**config.mk**
```make
export PLATFORM = sky130hd
export DESIGN_NAME = merge_split_sorted_blocks_unit
export DESIGN_NICKNAME = d
export VERILOG_FILES = /design/src/sv/msb_pkg.sv /design/src/sv/msb_store.sv /design/src/sv/msb_merge.sv /design/src/sv/merge_split_sorted_blocks_unit.sv
export SDC_FILE = /design/constraint.sdc
export NUM_CORES = 2
export LEC_CHECK = 0
export ABC_CLOCK_PERIOD_IN_PS = 4800
export BUFFER_PORTS_ARGS = -buffer_cell sky130_fd_sc_hd__buf_4
export CAP_MARGIN = 10
export CORE_UTILIZATION = 50
export DETAILED_ROUTE_END_ITERATION = 10
export PLACE_DENSITY = 0.71
export SETUP_SLACK_MARGIN = 0.5
export SLEW_MARGIN = 25
export SYNTH_ARGS = -nofsm -noshare
export SYNTH_HDL_FRONTEND = slang
export SYNTH_HIERARCHICAL = 1
export SYNTH_SLANG_ARGS = --single-unit
```
**constraint.sdc**
```tcl
create_clock -name clock -period 4.8 [get_ports clock]
set_input_delay 0.48 -clock clock [delete_from_list [all_inputs] [get_ports clock]]
set_output_delay 0.48 -clock clock [all_outputs]
set_load 0.02 [all_outputs]
```
**src/sv/msb_pkg.sv**
```systemverilog
// ============================================================================
// msb_pkg
// Shared types and constants of the sorted-block compare-split unit.
// ============================================================================
package msb_pkg;

   localparam int BLOCK_SIZE_DEFAULT = 32;   // pairs held per block
   localparam int VALUE_W            = 32;   // element width
   localparam int POS_W              = 6;    // result position and address carrier width
   localparam int REQ_DATA_W         = 64;   // local_value, partner_value
   localparam int RSP_DATA_W         = 40;   // kept_value, position, zero fill

   // Write and read requests from the sequencer to the block store.
   typedef struct packed {
      logic               wr_en;
      logic [POS_W-1:0]   wr_addr;
      logic [VALUE_W-1:0] wr_own;
      logic [VALUE_W-1:0] wr_partner;
      logic [POS_W-1:0]   own_rd_addr;
      logic [POS_W-1:0]   partner_rd_addr;
   } store_req_type;

   // One merged element on its way to the output register.
   typedef struct packed {
      logic               valid;
      logic [VALUE_W-1:0] value;
      logic [POS_W-1:0]   position;
      logic               overflow;
      logic               last;
   } merge_result_type;

endpackage

```
**src/sv/msb_store.sv**
```systemverilog
// ============================================================================
// msb_store
// Two synchronous memories holding the own and the partner block, one write
// port shared by both and one registered read port each.
// ============================================================================
module msb_store #(
   parameter int BLOCK_SIZE = msb_pkg::BLOCK_SIZE_DEFAULT
) (
   input  logic                         clock,
   input  msb_pkg::store_req_type       store_req,
   output logic [msb_pkg::VALUE_W-1:0]  own_rd_data,
   output logic [msb_pkg::VALUE_W-1:0]  partner_rd_data
);

   localparam int IDX_W = (BLOCK_SIZE > 1) ? $clog2(BLOCK_SIZE) : 1;

   logic [msb_pkg::VALUE_W-1:0] own_mem     [BLOCK_SIZE];
   logic [msb_pkg::VALUE_W-1:0] partner_mem [BLOCK_SIZE];

   always_ff @(posedge clock) begin
      if (store_req.wr_en) begin
         own_mem[store_req.wr_addr[IDX_W-1:0]]     <= store_req.wr_own;
         partner_mem[store_req.wr_addr[IDX_W-1:0]] <= store_req.wr_partner;
      end
      own_rd_data     <= own_mem[store_req.own_rd_addr[IDX_W-1:0]];
      partner_rd_data <= partner_mem[store_req.partner_rd_addr[IDX_W-1:0]];
   end

endmodule

```
**src/sv/msb_merge.sv**
```systemverilog
// ============================================================================
// msb_merge
// Load and merge sequencer: stores incoming pairs, then walks both blocks
// through the store and picks one kept element per cycle when out_free.
// ============================================================================
module msb_merge #(
   parameter int BLOCK_SIZE = msb_pkg::BLOCK_SIZE_DEFAULT
) (
   input  logic                          clock,
   input  logic                          reset,
   input  logic                          req_valid,
   output logic                          req_ready,
   input  logic [msb_pkg::VALUE_W-1:0]   local_value,
   input  logic [msb_pkg::VALUE_W-1:0]   partner_value,
   input  logic                          keep_small,
   input  logic                          last_pair,
   input  logic [msb_pkg::VALUE_W-1:0]   own_rd_data,
   input  logic [msb_pkg::VALUE_W-1:0]   partner_rd_data,
   input  logic                          out_free,
   output msb_pkg::store_req_type        store_req,
   output msb_pkg::merge_result_type     result
);

   localparam int IDX_W = (BLOCK_SIZE > 1) ? $clog2(BLOCK_SIZE) : 1;
   localparam int CNT_W = $clog2(BLOCK_SIZE + 1);

   typedef enum logic [1:0] {
      ST_LOAD,
      ST_PRIME,
      ST_MERGE
   } state_type;

   state_type          state_ff, state_in;
   logic [CNT_W-1:0]   count_ff, count_in;
   logic               ovf_ff, ovf_in;
   logic               merge_ovf_ff, merge_ovf_in;
   logic               small_ff, small_in;
   logic [IDX_W-1:0]   own_idx_ff, own_idx_in;
   logic [IDX_W-1:0]   par_idx_ff, par_idx_in;
   logic [IDX_W-1:0]   pos_ff, pos_in;
   logic [IDX_W-1:0]   steps_ff, steps_in;

   logic               accept;
   logic               full;
   logic [CNT_W-1:0]   block_len;
   logic [IDX_W-1:0]   top_idx;
   logic               own_less;
   logic               take_own;
   logic               step_last;

   assign req_ready = (state_ff == ST_LOAD);
   assign accept    = req_valid && req_ready;
   assign full      = (count_ff == CNT_W'(BLOCK_SIZE));
   assign block_len = full ? count_ff : count_ff + CNT_W'(1);
   assign top_idx   = IDX_W'(block_len - CNT_W'(1));

   // Both walks stop after n picks, so neither index runs past its block.
   assign own_less  = $signed(own_rd_data) < $signed(partner_rd_data);
   assign take_own  = small_ff ? own_less : !own_less;
   assign step_last = (steps_ff == '0);

   always_comb begin
      state_in     = state_ff;
      count_in     = count_ff;
      ovf_in       = ovf_ff;
      merge_ovf_in = merge_ovf_ff;
      small_in     = small_ff;
      own_idx_in   = own_idx_ff;
      par_idx_in   = par_idx_ff;
      pos_in       = pos_ff;
      steps_in     = steps_ff;

      case (state_ff)
         ST_LOAD: begin
            if (accept) begin
               if (full) begin
                  ovf_in = 1'b1;
               end else begin
                  count_in = count_ff + CNT_W'(1);
               end
               if (last_pair) begin
                  merge_ovf_in = ovf_ff || full;
                  small_in     = keep_small;
                  own_idx_in   = keep_small ? '0 : top_idx;
                  par_idx_in   = keep_small ? '0 : top_idx;
                  pos_in       = keep_small ? '0 : top_idx;
                  steps_in     = top_idx;
                  count_in     = '0;
                  ovf_in       = 1'b0;
                  state_in     = ST_PRIME;
               end
            end
         end
         ST_PRIME: begin
            // Re-issues the first reads after the last pair has been written.
            state_in = ST_MERGE;
         end
         ST_MERGE: begin
            if (out_free) begin
               if (small_ff) begin
                  if (take_own) begin
                     own_idx_in = own_idx_ff + IDX_W'(1);
                  end else begin
                     par_idx_in = par_idx_ff + IDX_W'(1);
                  end
                  pos_in = pos_ff + IDX_W'(1);
               end else begin
                  if (take_own) begin
                     own_idx_in = own_idx_ff - IDX_W'(1);
                  end else begin
                     par_idx_in = par_idx_ff - IDX_W'(1);
                  end
                  pos_in = pos_ff - IDX_W'(1);
               end
               steps_in = steps_ff - IDX_W'(1);
               if (step_last) begin
                  state_in = ST_LOAD;
               end
            end
         end
         default: begin
            state_in = ST_LOAD;
         end
      endcase
   end

   always_ff @(posedge clock) begin
      if (reset) begin
         state_ff <= ST_LOAD;
         count_ff <= '0;
         ovf_ff   <= 1'b0;
      end else begin
         state_ff <= state_in;
         count_ff <= count_in;
         ovf_ff   <= ovf_in;
      end
      merge_ovf_ff <= merge_ovf_in;
      small_ff     <= small_in;
      own_idx_ff   <= own_idx_in;
      par_idx_ff   <= par_idx_in;
      pos_ff       <= pos_in;
      steps_ff     <= steps_in;
   end

   // The read addresses follow the next index values, so the read data of
   // each cycle matches the index registers.
   always_comb begin
      store_req.wr_en           = accept && !full;
      store_req.wr_addr         = msb_pkg::POS_W'(count_ff);
      store_req.wr_own          = local_value;
      store_req.wr_partner      = partner_value;
      store_req.own_rd_addr     = msb_pkg::POS_W'(own_idx_in);
      store_req.partner_rd_addr = msb_pkg::POS_W'(par_idx_in);
   end

   always_comb begin
      result.valid    = (state_ff == ST_MERGE);
      result.value    = take_own ? own_rd_data : partner_rd_data;
      result.position = msb_pkg::POS_W'(pos_ff);
      result.overflow = merge_ovf_ff;
      result.last     = step_last;
   end

endmodule

```
**src/sv/merge_split_sorted_blocks_unit.sv**
```systemverilog
// ============================================================================
// merge_split_sorted_blocks_unit
// Compare-split step of odd-even transposition sort over two sorted blocks.
// ============================================================================
//
//   Channel   Direction  tdata (low bit up)                   tuser           tlast
//   req_      in         local_value, partner_value           keep_small      last_pair
//   rsp_      out        kept_value, position, 2 zero bits    block_overflow  last_result
//
// Request transactions are taken back to back while a block loads. The
// transaction carrying last_pair is followed by a store read setup state
// (ST_PRIME) and then one response per cycle unless rsp_tready stalls it,
// n responses for an n-pair block, set by the single read port of each
// block memory. Requests are held off during the merge.
// Reset clears the sequencer and the output register; the memories are
// not cleared, since only entries of the current block are read.
// A stalled response holds the merge while the pending result waits in the
// output register; only the last result of a block can wait while the next block loads.
//
module merge_split_sorted_blocks_unit #(
   parameter int BLOCK_SIZE = msb_pkg::BLOCK_SIZE_DEFAULT
) (
   input  logic                            clock,
   input  logic                            reset,
   input  logic                            req_tvalid,
   output logic                            req_tready,
   input  logic [msb_pkg::REQ_DATA_W-1:0]  req_tdata,   // local_value, partner_value
   input  logic                            req_tuser,   // keep_small
   input  logic                            req_tlast,   // last_pair
   output logic                            rsp_tvalid,
   input  logic                            rsp_tready,
   output logic [msb_pkg::RSP_DATA_W-1:0]  rsp_tdata,   // kept_value, position, zero fill
   output logic                            rsp_tuser,   // block_overflow
   output logic                            rsp_tlast    // last_result
);

   localparam int VW = msb_pkg::VALUE_W;
   localparam int PW = msb_pkg::POS_W;

   msb_pkg::store_req_type    store_req;
   msb_pkg::merge_result_type result;
   logic [VW-1:0]             own_rd_data;
   logic [VW-1:0]             partner_rd_data;
   logic                      out_free;

   // Output register state.
   logic                      rsp_valid_ff, rsp_valid_in;
   logic [VW-1:0]             rsp_value_ff;
   logic [PW-1:0]             rsp_pos_ff;
   logic                      rsp_ovf_ff;
   logic                      rsp_last_ff;

   msb_store #(
      .BLOCK_SIZE (BLOCK_SIZE)
   ) u_store (
      .clock           (clock),
      .store_req       (store_req),
      .own_rd_data     (own_rd_data),
      .partner_rd_data (partner_rd_data)
   );

   msb_merge #(
      .BLOCK_SIZE (BLOCK_SIZE)
   ) u_merge (
      .clock           (clock),
      .reset           (reset),
      .req_valid       (req_tvalid),
      .req_ready       (req_tready),
      .local_value     (req_tdata[VW-1:0]),
      .partner_value   (req_tdata[2*VW-1:VW]),
      .keep_small      (req_tuser),
      .last_pair       (req_tlast),
      .own_rd_data     (own_rd_data),
      .partner_rd_data (partner_rd_data),
      .out_free        (out_free),
      .store_req       (store_req),
      .result          (result)
   );

   // The output register takes a new result when it is empty or its
   // current transaction completes in this cycle.
   assign out_free = !rsp_valid_ff || rsp_tready;

   always_comb begin
      rsp_valid_in = rsp_valid_ff;
      if (out_free) begin
         rsp_valid_in = result.valid;
      end
   end

   always_ff @(posedge clock) begin
      if (reset) begin
         rsp_valid_ff <= 1'b0;
      end else begin
         rsp_valid_ff <= rsp_valid_in;
      end
      if (out_free && result.valid) begin
         rsp_value_ff <= result.value;
         rsp_pos_ff   <= result.position;
         rsp_ovf_ff   <= result.overflow;
         rsp_last_ff  <= result.last;
      end
   end

   assign rsp_tvalid = rsp_valid_ff;
   assign rsp_tdata  = {{(msb_pkg::RSP_DATA_W - VW - PW){1'b0}}, rsp_pos_ff, rsp_value_ff};
   assign rsp_tuser  = rsp_ovf_ff;
   assign rsp_tlast  = rsp_last_ff;

endmodule
```
-- Word-level counts from Yosys, hierarchy flattened
Memories as Yosys holds them, arrays and structs flattened. A register that Yosys moved wholly into a read port is not among the register bits.
Cells that the tools add are included.
- memories kept: 2
- output and inout bits: 44
- logic and storage cells: 87
- RAM bits: 2048
- flip-flop bits (word level): 71
- magnitude comparators: 1
- add/subtract/negate cells: 9
- reduce and logical (&&, ||, !) cells: 17
- equal/unequal tests: 7
- mux-type cells: 37
- memory list (memory ; depth ; bits a word ; read ports ; clocked after memory_dff ; wr ports ; RTL line ; text):
    u_store.own_mem ; 32 ; 32 ; 1 ; 1 ; 1 ; msb_store.sv:17 ; logic [msb_pkg::VALUE_W-1:0] own_mem [BLOCK_SIZE];
    u_store.partner_mem ; 32 ; 32 ; 1 ; 1 ; 1 ; msb_store.sv:18 ; logic [msb_pkg::VALUE_W-1:0] partner_mem [BLOCK_SIZE];
- operators with widths (cell ; count):
    2-to-1 mux 5 bit ; 20
    case mux 5 bit (2 select lines) ; 4
    < comparator 32 bit ; 1
    2-to-1 mux 32 bit ; 1
    subtractor 5 x 1 -> 5 bit, second input constant ; 5
    adder 5 x 1 -> 5 bit, second input constant ; 3
    2-to-1 mux 6 bit ; 2
    2-to-1 mux 2 bit ; 4
    AND reduction 4 bit ; 2
    adder 6 x 1 -> 6 bit, second input constant ; 1
    equality test 6 bit, second input constant ; 1
    case mux 2 bit (3 select lines) ; 1
    AND reduction 3 bit ; 2
    logical NOT 5 bit ; 1
    2-to-1 mux 1 bit ; 5
    inequality test 2 x 1 -> 1 bit, second input constant ; 2
    inequality test 2 bit, second input constant ; 2
    nonzero test 2 bit ; 2
    logical AND 1 bit ; 3
    logical NOT 1 bit ; 3
    equality test 2 x 1 -> 1 bit, second input constant ; 1
    equality test 2 bit, second input constant ; 1
    logical NOT 2 bit ; 1
    logical OR 1 bit ; 2
    AND reduction 2 bit ; 1

-- Longest topological paths before layout
- word-level depth: 7
- gate-level depth with buffers: 19
- gate-level depth less buffers: 16

-- Modules after synthesis
Netlist, hierarchy kept.
- by module, submodules not included (module ; sequential area each (um^2) ; cells each ; area an instance (um^2) ; instances):
    msb_store ; 62780.2 ; 4474 ; 80825.0 ; 1
    msb_merge ; 740.7 ; 511 ; 3753.6 ; 1
    merge_split_sorted_blocks_unit ; 1221.2 ; 48 ; 1275.0 ; 1

-- Worst setup path before layout
No wires, ideal clock.
- kind: register -> register
- start point: register u_merge.state_ff[1]
- end point: memory u_store/own_mem[12][0] in the netlist's numbering, enable pin
- cell stages (with the launch flop): 8
- data arrival time: 4.605 ns
- setup time: 0.487 ns
- buffers on the path: 2
- setup slack: -0.292 ns
- period minus slack after synthesis: 5.092 ns
- cell sequence: dfxtp_1 clkbuf_1 nor2_1 nand2_1 nor2_1 or3b_2 clkbuf_1 nor2_1
- RTL lines (element ; RTL line ; text):
    start, declared ; msb_merge.sv:33 ; state_type state_ff, state_in;
    start signal, assigned ; msb_merge.sv:133 ; state_ff <= state_in;
    end, declared ; msb_store.sv:17 ;

==> results.yml <==
finish:
  final_common_cell: "edfxtp_1"
  drive_gt1_share_pct: 16.37
  nets: 5523
  mostFrequentLayoutCells: "2,100 x edfxtp_1, 1,027 x mux2i_1, 329 x buf_4"
  final_core_util_pct: 58.66
  area_delta_synth_final_pct: 16.07
timing:
  hold_ws_ps: 47.62
  drv_slew: 0
  final.period_utilization_pct: 89.73
  finalHoldViolCount: 0
  tightest_slew_ps: 965.2
  setup_tns_ps: 0
  fin_crit_ps: 4307
  fmax_mhz: 232.2
  fin_ws_ps: 493.0
  setup_viol_count_final: 0
  worst_clock_skew_ps: 31.05
  slew_headroom_pct: 35.50
  rsz0062_at_grt: "true"
grt:
  met2_usage_pct: 41.71
  grt_max_degree: 65
  grt_use_total_pct: 25.85
  busiest_layer: "met2"
  overflow: 0
  grt_pass1_vias: 46380
  antenna_found_initial: 12
  use_met3_pct: 4.236
  use_met1_pct: 35.78
  grt_pass1_wl_um: 323700
power_and_ir_drop:
  ir_drop_v: 0.0004227
  p_int_uw: 38390
  p_seq_share_pct: 39.4
  powerDensity_nw_per_um2: 562.3
  swShare_pct: 31.48
  p_sw_uw: 17640
  pwr-share-clk_pct: 28.1
  combPwrFrac_pct: 32.4
  p_leak_uw: 0.03314
cts:
  cts.sinks: 2184
  cts_tree: "built"
  root_buffer: "clkbuf_16"
  cts_buffer_depth: 3
  cts.clk_slew.worst_paths_ps: 60
  insertion_delay_ps: 840
  htree_num_levels: 4
  cts_buffers: 206
detailed_routing:
  wl_per_cell_um: 29.53
  drc_errors: 0
  vias: 48280
  viasPerCell: 6.185
  dr.pass1.iters: 7
  ant_nets: 0
  first_iter_violations: 6255
  wl_um: 230500
setup_path:
  cpMostUsedCell: "buf_4"
  startpoint_type: "flip-flop"
  critical_path_arrival_ps: 4980
  path_cells: "inv_1 -> ha_2 -> nor2b_2 -> o21ai_0 -> a221oi_2 -> buf_4 -> a21boi_2 -> a211oi_4 -> buf_12 -> xnor2_4 -> buf_4 -> o311ai_2 -> buf_4 -> nor2b_4 -> buf_12 -> buf_16 -> buf_4 -> a22o_1 -> nor3_1 -> a31oi_2 -> nand3_2"
  r2r_slack_ps: 490
  r2r-start: "u_store/partner_rd_data[31]"
  regToRegEndpoint: "u_store/partner_rd_data[9]"
  cp_slowest_stage_delay_ps: 430
  worst_setup_path_end_kind: "flip-flop"
  r2r_cells: 21
  path_max_fanout: 12
  worstSetupPathType: "reg2reg"
  slowest_stage: "ha_2"
  worstPathRequired_ps: 5480
synthesis:
  ys_warn_count: 6
  netlist_instances: 5031
  synth.avg_cell_area_um2: 17.06
  synth_area_um2: 85840
worst_hold_path:
  worst_hold_path_type: "in2reg"
  worstHoldStart: "req_tdata[4]"
  min_path_cells: 1
  min_to: "u_store/own_mem[31][4]"
placed_design:
  globalplace.congestion: 0.8320
  port-buffer-count: 111
  place_ws_ps: -56.83
  dp.final_hpwl_um: 123700
floorplan:
  row_count: 151
  start_util_pct: 50.54
  die_y_um: 416.3
  io_pins: 114
  core_area_um2: 169800
  die_w_um: 416.3
  die-area_um2: 173300
run:
  maxCapViolations: 0
status:
  outcome: "finished, final reports clean"
==> through the flow <==
step | std cells | power [uW] | area (um^2)
2_1_floorplan | 5032 | 32900 | 85840
3_3_place_gp | 7337 | 38670 | 91560
3_5_place_dp | 7337 | 38870 | 91560
4_1_cts | 7753 | 54810 | 98610
5_1_grt | 7805 | 57830 | 99640
6_report | 7805 | 56030 | 99640
==> worst max-delay path: cells and delay by family (launching register included) <==
kind	cells	cell delay (ps)
AOI/OAI and AO/OA	7	1300
xor gates and xnor gates	1	110
adders and majority gates	1	430
buffers and inverters	8	1420
DFF	1	330
and+or+nand+nor	4	530
==> cell type report <==
type / count / area, um^2
fill: 12150 / 70210
sequential: 2184 / 64780
multi-input combinational: 2454 / 19420
timing repair buffer: 512 / 5952
clock buffer: 280 / 5647
tap: 2218 / 2775
clock inverter: 101 / 863.3
inverter: 51 / 191.4
antenna: 5 / 12.51
==> registers in the layout (all words and copies together), names as in the netlist <==
name,count
u_store/own_rd_data,32
u_merge/own_idx_ff,5
u_merge/steps_ff,5
u_merge/count_ff,6
rsp_tvalid,1
u_merge/small_ff,1
u_merge/par_idx_ff,5
rsp_pos_ff,6
u_merge/pos_ff,5
u_merge/merge_ovf_ff,1
u_store/own_mem,1024
u_store/partner_mem,1024
rsp_tlast,1
u_merge/state_ff,2
u_store/partner_rd_data,32
rsp_tuser,1
u_merge/ovf_ff,1
rsp_value_ff,32
==> worst max-delay path by stage <==
stage	from	to	slack (ps)	depth (start not counted)
final	u_store/partner_rd_data[31]	u_store/partner_rd_data[9]	490	21
after global routing	u_store/partner_rd_data[13]	u_store/partner_rd_data[12]	390	21
after global placement	u_store/own_rd_data[31]	u_store/partner_rd_data[20]	-50	18
after detailed placement	u_store/own_rd_data[31]	u_store/partner_rd_data[20]	-60	18
after CTS	u_store/partner_rd_data[31]	u_store/partner_rd_data[11]	490	20
after floorplan	u_merge/state_ff[1]	u_store/own_mem[12][0]	-290	7
==> repair_timing <==
item                       CTS  global route
gates resized for setup     36            91
buffers inserted             7            39
setup endpoints to repair   63            57
cloned                       3             8
hold buffers                25             0
hold endpoints to repair   437             0
pin swaps                   10            32
==> per-layer routing <==
metal	wire length [um]	vias to the layer above	share of wire (%)
li1	-	20460	-
met1	89950	24640	39
met2	110200	2749	48
met3	22490	434	9.8
met4	7822	0	3.4
met5	0	-	0
==> power by group through the flow <==
stage          Combinational (uW)  Clock (uW)  Sequential, uW
2_1_floorplan               10800           0           22100
3_5_place_dp                16400           0           22400
5_1_grt                     19100       16700           22100
3_3_place_gp                16200           0           22400
6_report                    18200       15800           22100
4_1_cts                     16900       15900           22000
Power figures use the tool's default switching activity.
